<file path="config.mk">
export PLATFORM = sky130hd
export DESIGN_NAME = toer_cell
export DESIGN_NICKNAME = d
export VERILOG_FILES = /design/src/hw/rtl/toer_pkg.sv /design/src/hw/rtl/toer_cell.sv
export SDC_FILE = /design/constraint.sdc
export NUM_CORES = 1
export LEC_CHECK = 0
export BUFFER_PORTS_ARGS = -buffer_cell sky130_fd_sc_hd__buf_4
export CORE_ASPECT_RATIO = 1.1
export CORE_UTILIZATION = 38
export CTS_CLUSTER_DIAMETER = 40
export CTS_CLUSTER_SIZE = 16
export DETAILED_ROUTE_END_ITERATION = 8
export GPL_TIMING_DRIVEN = 1
export PLACE_DENSITY = 0.87
export SLEW_MARGIN = 0
export SYNTH_ARGS = -nofsm -noshare
export SYNTH_HDL_FRONTEND = slang
export SYNTH_SLANG_ARGS = --single-unit
</file>
<file path="constraint.sdc">
create_clock -name clk -period 8.72 [get_ports clk]
set_input_delay 2.18 -clock clk [delete_from_list [all_inputs] [get_ports clk]]
set_output_delay 2.18 -clock clk [all_outputs]
set_load 0.005 [all_outputs]
</file>
<file path="src/hw/rtl/toer_pkg.sv">
// Shared types and constants of the time-ordered event ring.
// Command, status and register codes; stream field positions.
// No dependencies.
package toer_pkg;

	localparam int DEPTH_DEF     = 32;
	localparam int TIME_BITS_DEF = 32;
	localparam int PAY_W         = 32;
	localparam int WORD_W        = 32;
	localparam int MAX_RES       = 31;

	localparam int IN_W  = 144;
	localparam int OUT_W = 72;

	// input beat field positions
	localparam int I_CMD_LO  = 0;
	localparam int I_TIME_LO = 3;
	localparam int I_MAG_LO  = 35;
	localparam int I_NOW_LO  = 67;
	localparam int I_WIN_LO  = 99;
	localparam int I_CAP_LO  = 131;
	localparam int I_BACK_LO = 137;

	// output beat field positions
	localparam int O_ST_LO   = 0;
	localparam int O_TIME_LO = 3;
	localparam int O_MAG_LO  = 35;

	localparam logic [2:0] CMD_INSERT = 3'd0;
	localparam logic [2:0] CMD_APPEND = 3'd1;
	localparam logic [2:0] CMD_PUT    = 3'd2;
	localparam logic [2:0] CMD_FIND   = 3'd3;
	localparam logic [2:0] CMD_PREV   = 3'd4;
	localparam logic [2:0] CMD_LIST   = 3'd5;
	localparam logic [2:0] CMD_REWIND = 3'd6;
	localparam logic [2:0] CMD_CLEAR  = 3'd7;

	localparam logic [2:0] ST_OK     = 3'd0;
	localparam logic [2:0] ST_ORDER  = 3'd1;
	localparam logic [2:0] ST_REJECT = 3'd2;
	localparam logic [2:0] ST_NFOUND = 3'd3;
	localparam logic [2:0] ST_RECENT = 3'd4;
	localparam logic [2:0] ST_BEFORE = 3'd5;

	localparam logic CFG_POLICY = 1'b0;
	localparam logic CFG_KEEP   = 1'b1;

	typedef struct packed {
		logic [2:0]        status;
		logic              item_valid;
		logic [WORD_W-1:0] out_time;
		logic [PAY_W-1:0]  out_magnitude;
		logic              last_item;
	} toer_res_t;

endpackage

</file>
<file path="src/hw/rtl/toer_cell.sv">
// One slot of the event ring: time and payload, loaded from the write bus
// or shifted in from the next lower slot. Depends on toer_pkg.
module toer_cell #(
	parameter int DEPTH     = toer_pkg::DEPTH_DEF,
	parameter int TIME_BITS = toer_pkg::TIME_BITS_DEF,
	parameter int IDX       = 0
) (
	input  logic                         clk,
	input  logic                         we,
	input  logic [$clog2(DEPTH)-1:0]     wpos,
	input  logic                         sh_en,
	input  logic [$clog2(DEPTH)-1:0]     sh_base,
	input  logic [$clog2(DEPTH)-1:0]     sh_len,
	input  logic [TIME_BITS-1:0]         wr_time,
	input  logic [toer_pkg::PAY_W-1:0]   wr_pay,
	input  logic [TIME_BITS-1:0]         nb_time,
	input  logic [toer_pkg::PAY_W-1:0]   nb_pay,
	output logic [TIME_BITS-1:0]         cell_time,
	output logic [toer_pkg::PAY_W-1:0]   cell_pay
);
	import toer_pkg::*;

	localparam int PW = $clog2(DEPTH);
	localparam logic [PW:0] MY  = (PW+1)'(IDX);
	localparam logic [PW:0] DPT = (PW+1)'(DEPTH);

	logic [PW:0] rel_pos;
	logic        take_wr;
	logic        take_nb;
	logic [TIME_BITS-1:0] time_q;
	logic [PAY_W-1:0]     pay_q;

	// circular distance of this slot above the shift base
	assign rel_pos = (MY >= {1'b0, sh_base}) ? MY - {1'b0, sh_base}
	                                         : MY + DPT - {1'b0, sh_base};
	assign take_wr = we && (wpos == MY[PW-1:0]);
	assign take_nb = sh_en && (rel_pos != '0) && (rel_pos <= {1'b0, sh_len});

	always_ff @(posedge clk) begin
		if (take_wr) begin
			time_q <= wr_time;
			pay_q  <= wr_pay;
		end else if (take_nb) begin
			time_q <= nb_time;
			pay_q  <= nb_pay;
		end
	end

	assign cell_time = time_q;
	assign cell_pay  = pay_q;

endmodule

</file>
==> results of run 1 <==
## worst min-delay path by stage
stage                            from                       to  cells after the start
after floorplan            nb_pay[13]   cell_pay[13]$_DFFE_PP_                      1
after global placement     nb_time[0]   cell_time[0]$_DFFE_PP_                      2
after detailed placement  nb_time[12]  cell_time[12]$_DFFE_PP_                      2
after CTS                 nb_time[12]  cell_time[12]$_DFFE_PP_                      2
after global routing      nb_time[18]  cell_time[18]$_DFFE_PP_                      2
final                     nb_time[18]  cell_time[18]$_DFFE_PP_                      2
## cell type report
| cell class | count | area (um2) | share of cell area |
|---|---|---|---|
| Clock buffer | 10 | 128 | 0.0252 |
| Multi-Input combinational cell | 95 | 1170 | 0.231 |
| Inverter | 7 | 26.3 | 0.00520 |
| Sequential cell | 64 | 1920 | 0.380 |
| Timing Repair Buffer | 211 | 1580 | 0.313 |
| Clock inverter | 6 | 93.8 | 0.0186 |
| Tap cell | 108 | 135 | 0.0267 |
## power groups by stage
| stage | clock (mW) | sequential [mW] | combinational [mW] |
|---|---|---|---|
| 2_1_floorplan | 0 | 0.428 | 0.0454 |
| 5_1_grt | 0.294 | 0.414 | 0.203 |
| 3_3_place_gp | 0 | 0.415 | 0.185 |
| 6_report | 0.277 | 0.410 | 0.187 |
| 3_5_place_dp | 0 | 0.417 | 0.189 |
| 4_1_cts | 0.282 | 0.410 | 0.190 |
## state kept, by name, indices dropped and copies added (netlist names)
| name | flops |
|---|---|
| cell_time | 32 |
| cell_pay | 32 |
## per-stage QoR
| stage | std cells | util |
|---|---|---|
| finish | 501 | 0.632 |
| floorplan | 173 | - |
| CTS | 501 | 0.632 |
| global placement | 485 | 0.604 |
| detailed placement | 485 | 0.604 |
| global route | 501 | 0.632 |
## cells by family after synthesis
kind of cell | Yosys count | share of synthesized area
AO/OA/AOI/OAI | 7 | 0.0154
XOR/XNOR | 3 | 0.00830
adder cells (fa/ha/maj) | 7 | 0.0276
buffers and inverters | 14 | 0.0312
flip-flops | 64 | 0.607
multiplexers | 65 | 0.289
AND/OR/NAND/NOR | 13 | 0.0221
## layer usage
layer	up-vias	GRT usage	routed length [um]
met5	-	0	0
met3	24	0.0626	674
met2	126	0.354	4480
met1	1110	0.152	2560
met4	0	0.103	294
li1	1098	-	-
## cells in the final DEF, fill, tap and decap left out
cell and count:
sky130_fd_sc_hd__a21oi_1 1, sky130_fd_sc_hd__nand2b_1 1, sky130_fd_sc_hd__o21ai_4 1, sky130_fd_sc_hd__o22ai_1 1, sky130_fd_sc_hd__edfxtp_1 64, sky130_fd_sc_hd__o21a_1 1
sky130_fd_sc_hd__nand3b_1 1, sky130_fd_sc_hd__clkbuf_8 9, sky130_fd_sc_hd__nand3_1 1, sky130_fd_sc_hd__buf_4 211, sky130_fd_sc_hd__clkbuf_1 1, sky130_fd_sc_hd__mux2_4 49
sky130_fd_sc_hd__mux2_2 15, sky130_fd_sc_hd__clkinv_4 3, sky130_fd_sc_hd__nor2_1 4, sky130_fd_sc_hd__nor4b_2 1, sky130_fd_sc_hd__clkinvlp_4 1, sky130_fd_sc_hd__nand2_4 1
sky130_fd_sc_hd__ha_1 7, sky130_fd_sc_hd__nand2_1 2, sky130_fd_sc_hd__xnor2_1 3, sky130_fd_sc_hd__o311ai_0 1, sky130_fd_sc_hd__bufinv_16 2, sky130_fd_sc_hd__o32ai_1 1
sky130_fd_sc_hd__nor3_1 2, sky130_fd_sc_hd__mux2i_1 1, sky130_fd_sc_hd__inv_1 7, sky130_fd_sc_hd__a211oi_1 1
## worst max-delay path, cell delays in order
cell and delay (ns):
sky130_fd_sc_hd__buf_4 0.13, sky130_fd_sc_hd__inv_1 0.08, sky130_fd_sc_hd__ha_1 0.23, sky130_fd_sc_hd__nand2b_1 0.08, sky130_fd_sc_hd__nor2_1 0.09, sky130_fd_sc_hd__ha_1 0.22
sky130_fd_sc_hd__mux2i_1 0.12, sky130_fd_sc_hd__o32ai_1 0.27, sky130_fd_sc_hd__o311ai_0 0.26, sky130_fd_sc_hd__o21ai_4 0.17, sky130_fd_sc_hd__buf_4 0.62
==> impl_metrics.ini, run 1 <==
[power]
clock_group_share_of_total_power = 0.317
power.share.switching = 0.222
power.internal_mw = 0.680
reg_power_frac = 0.469
pwr_density_cell_nw_per_um2 = 173
max-vdd-ir-drop_v = 0.0000680
power.switching_mw = 0.194
leakage_power_nw = 2.41
combinationalPowerShare = 0.214
power_total_mw = 0.874

[sta]
maxSlewHeadroom = 0.480
finalWorstSetupSlack_ns = 4.19
timing_max_transition_violations_final = 0
fin_worst_hold_slack_ns = 2.14
worst_slew_pin_slew_ns = 0.780
achievable_frequency_mhz = 221
final_period_minus_worst_setup_slack_ns = 4.53
setup_tns_ns = 0
setup_viols_final = 0
min_period_over_period = 0.520
timing.final.hold_violations = 0
grt_setup_unrepaired = false

[logic_synthesis]
post-synth-top-area-fraction = 0.607
ys_ff_latch = 64
yosys_warnings = 0
syn-instance-count = 173
synth_cell_types = 23
synth_area_leaders = sky130_fd_sc_hd__edfxtp_1 61%, sky130_fd_sc_hd__mux2_4 23%, sky130_fd_sc_hd__mux2_2 5.3%
syn_nets = 326
seq_area_frac_synth = 0.607
postSynthAreaPerCell_um2 = 18.3
postSynth.asyncResetShare = 0
synth_largest_area_cell = sky130_fd_sc_hd__edfxtp_1
synthesis.area_um2 = 3170
synthMostInstantiatedCell = sky130_fd_sc_hd__edfxtp_1
synthFlopType = sky130_fd_sc_hd__edfxtp_1
synth.cells.most_frequent = 64 x sky130_fd_sc_hd__edfxtp_1, 49 x sky130_fd_sc_hd__mux2_4, 15 x sky130_fd_sc_hd__mux2_2, 7 x sky130_fd_sc_hd__ha_1, 7 x sky130_fd_sc_hd__inv_1
number_of_enable_type_register_cells_in_the_synthesized_netlist = 64

[floorplanning]
die_h_um = 97.8
floorplan.die.width_um = 89.1
rows = 34
core_region_area_um2 = 8000
die-area_um2 = 8710
ios = 210
start_util = 0.396

[critical_path]
worst-setup-path-type = in -> reg
termination_of_the_worst_setup_path = cell_pay[2]$_DFFE_PP_
worstSetupEndpointType = flip-flop
critical_path.startpoint_type = input pin
worst-path-max-fanout = 64
crit_arrival_ns = 4.49
critical_path.startpoint = sh_base[0]
worst-endpoint-required_ns = 8.68

[cts]
clk_pin_slew_ns = 0.08
cts_max_path_bufs = 2
cts_made_buffers = 9
ctsHoldBuffers = 0
post_cts_resize_count = 0
tritoncts = done
post_cts.repair.setup_buffers = 0
clk_root_buffer_cell = sky130_fd_sc_hd__clkbuf_8
clock_sink_count = 64
cts-htree-levels = 3

[final_layout]
design_area_final_um2 = 5050
area_growth_syn_to_layout_pct = 59.6
nNetsFinal = 541
num_antenna_cells = 0
fillerInstances = 600
post_route_cells_drive_above_1_share = 0.746

[route]
drt_iter0_markers = 37
route.detailed.drc = 0
routed_wirelength_um = 8010
wl_per_cell_um = 16.0
drt_pre_antenna_iters = 4
drt.antenna.violating_nets = 0
vias = 2358
avgViaCountPerCell = 4.71

[global_routing]
grt_start_max_net_pins = 65
grt.total_usage = 0.182
grt_first_pass_wirelength_um = 11500
grt_antenna_before_repair = 0
grt_overflow_total = 0
via_count_of_the_first_global_routing_pass = 2504

[place]
numPortBuffers = 209
pre_cts_ws_ns = 3.86
dpl-instance-area_um2 = 4830
finalWeightedCongestion = 0.807
dpl.hpwl_um = 6310

[outcome]
run_status = complete, no violations

[min_path]
worst_hold_path_type = in -> reg

[job]
cap_viol_max_count = 0
No activity file was read; power rests on OpenSTA's default activity.
==> inputs of run 2 (changes only) <==
ABC_AREA = 1   (was not set)
CORE_UTILIZATION = 39   (was 38)
clock period = 3.88 ns   (was 8.72 ns; I/O delays follow)
==> impl_metrics.ini, run 2 <==
[sta]
min_period_over_period = 0.835
timing.final.hold_violations = 0
achievable_frequency_mhz = 309
setup_tns_ns = 0
fin_worst_hold_slack_ns = 0.916
setup_viols_final = 0
timing_max_transition_violations_final = 0
final_period_minus_worst_setup_slack_ns = 3.24
grt_setup_unrepaired = false
maxSlewHeadroom = 0.403
worst_slew_pin_slew_ns = 0.895

[critical_path]
timing.critical_path.slowest_cell_delay_ns = 0.36
worstSetupEndpointType = flip-flop
worst-endpoint-required_ns = 3.86
crit_chain = buf_4, inv_1, ha_1, inv_1, nor2_1, inv_1, nor2_1, ha_1, ha_1, nand2_1, inv_1, nand4_1, nand2_1, nand2_1, nand2_2, buf_4
worst-setup-path-type = in -> reg
crit_buf_inv = 6
critical_path.startpoint_type = input pin
critPathSlowestCell = sky130_fd_sc_hd__buf_4
cp_common_cell = sky130_fd_sc_hd__inv_1
cpLargestDelayFamily = buffers and inverters
crit_arrival_ns = 3.22
worst-path-max-fanout = 30

[cts]
cts-htree-levels = 3
ctsHoldBuffers = 0
tritoncts = done
clk_root_buffer_cell = sky130_fd_sc_hd__clkbuf_8
clock_sink_count = 64
post_cts.repair.setup_buffers = 0
post_cts_resize_count = 0
cts_max_path_bufs = 2
clk_pin_slew_ns = 0.07
cts_made_buffers = 9

[route]
vias = 2904
drt_iter0_markers = 114
route.detailed.drc = 0
drt_pre_antenna_iters = 4
avgViaCountPerCell = 4.43
routed_wirelength_um = 7900
wl_per_cell_um = 12.1
drt.antenna.violating_nets = 0

[place]
dpl.hpwl_um = 6310
numPortBuffers = 209
finalWeightedCongestion = 0.759

[floorplanning]
die_h_um = 99.2
ios = 210
core_region_area_um2 = 8360
rows = 35
die-area_um2 = 8970
start_util = 0.401
floorplan.die.width_um = 90.4

[power]
leakage_power_nw = 2.66
pwr_density_cell_nw_per_um2 = 350
max-vdd-ir-drop_v = 0.000215

[logic_synthesis]
post-synth-top-area-fraction = 0.574
syn_nets = 482
number_of_enable_type_register_cells_in_the_synthesized_netlist = 64
synth.cells.most_frequent = 84 x sky130_fd_sc_hd__nand2_1, 81 x sky130_fd_sc_hd__inv_1, 64 x sky130_fd_sc_hd__edfxtp_1, 50 x sky130_fd_sc_hd__o21ai_2, 11 x sky130_fd_sc_hd__buf_6
synth_cell_types = 17
ys_ff_latch = 64
synthesis.area_um2 = 3350
seq_area_frac_synth = 0.574
synthFlopType = sky130_fd_sc_hd__edfxtp_1
postSynthAreaPerCell_um2 = 10.2
yosys_warnings = 0
synth_largest_area_cell = sky130_fd_sc_hd__edfxtp_1
syn-instance-count = 329
synthMostInstantiatedCell = sky130_fd_sc_hd__nand2_1
postSynth.asyncResetShare = 0
synth_area_leaders = sky130_fd_sc_hd__edfxtp_1 57%, sky130_fd_sc_hd__o21ai_2 13%, sky130_fd_sc_hd__nand2_1 9.4%

[global_routing]
grt_overflow_total = 0
grt_start_max_net_pins = 77
grt_antenna_before_repair = 0
via_count_of_the_first_global_routing_pass = 2812
grt.total_usage = 0.177
grt_first_pass_wirelength_um = 12400

[outcome]
run_status = complete, no violations

[final_layout]
final_common_cell = sky130_fd_sc_hd__buf_4
post_route_cells_drive_above_1_share = 0.513
fillerInstances = 670
area_growth_syn_to_layout_pct = 53.0
layout_common_cells = 212 x sky130_fd_sc_hd__buf_4, 83 x sky130_fd_sc_hd__nand2_1, 81 x sky130_fd_sc_hd__inv_1
nNetsFinal = 692
num_antenna_cells = 0

[job]
cap_viol_max_count = 0

[min_path]
worst_hold_path_type = in -> reg
-- run 2: cell types whose count changed after synthesis, moves of 2 or more --
cell	previous run	this run
sky130_fd_sc_hd__buf_6	6	11
sky130_fd_sc_hd__inv_1	7	81
sky130_fd_sc_hd__mux2_2	15	0
sky130_fd_sc_hd__mux2_4	49	0
sky130_fd_sc_hd__nand2_1	3	84
sky130_fd_sc_hd__nand4_1	0	2
sky130_fd_sc_hd__nor2_1	4	8
sky130_fd_sc_hd__nor3_1	2	0
sky130_fd_sc_hd__o21ai_0	1	4
sky130_fd_sc_hd__o21ai_1	0	10
sky130_fd_sc_hd__o21ai_2	0	50
sky130_fd_sc_hd__xnor2_1	3	1
-- run 2: cell type report --
| type | instances | area [um2] | share of cell area |
|---|---|---|---|
| sequential | 64 | 1920 | 0.375 |
| timing repair buffer | 213 | 1610 | 0.314 |
| multi-input combinational | 170 | 987 | 0.193 |
| inverter | 81 | 304 | 0.0593 |
| tap | 111 | 139 | 0.0271 |
| clock buffer | 9 | 124 | 0.0242 |
| clock inverter | 7 | 38.8 | 0.00757 |
-- run 2: per-layer routing --
layer / GRT usage / vias up / share of wire / routed length (um)
met3: 0.0298 / 15 / 0.057 / 453
met1: 0.183 / 1294 / 0.35 / 2790
met4: 0.0844 / 0 / 0.020 / 159
met2: 0.344 / 134 / 0.57 / 4500
met5: 0 / - / 0 / 0
li1: - / 1461 / - / -
-- run 2: logic make-up (layout without fill, tap and decap cells) --
family	after synthesis	in the layout	synth area share
xor+xnor	1	1	0.00261
simple gates	96	96	0.111
compound gates	66	66	0.155
fa+ha+maj	7	7	0.0261
flops	64	64	0.574
buf+inv	95	310	0.133
-- run 2: per-stage QoR --
stage / instances / power (mW) / instance area [um2] / util / setup WS (ns)
after floorplan: 329 / 1.05 / 3350 / - / 0.305
after global placement: 639 / 1.33 / 4960 / 0.593 / 0.513
after detailed placement: 639 / 1.34 / 4960 / 0.593 / 0.333
after CTS: 655 / 1.82 / 5130 / 0.613 / 0.691
after global routing: 655 / 1.89 / 5130 / 0.613 / 0.410
final: 655 / 1.80 / 5130 / 0.613 / 0.639
-- run 2: path summary, 6_finish.rpt --
check             startpoint                endpoint  slack (ns)  depth (start not counted)
setup / recovery  sh_base[0]  cell_pay[15]$_DFFE_PP_        0.64                         16
hold / removal    nb_pay[10]  cell_pay[10]$_DFFE_PP_        0.92                          3
-- run 2: power breakdown --
| part | internal, mW | switching (mW) |
|---|---|---|
| sequential | 0.880 | 0.0297 |
| combinational | 0.248 | 0.166 |
| clock | 0.225 | 0.248 |
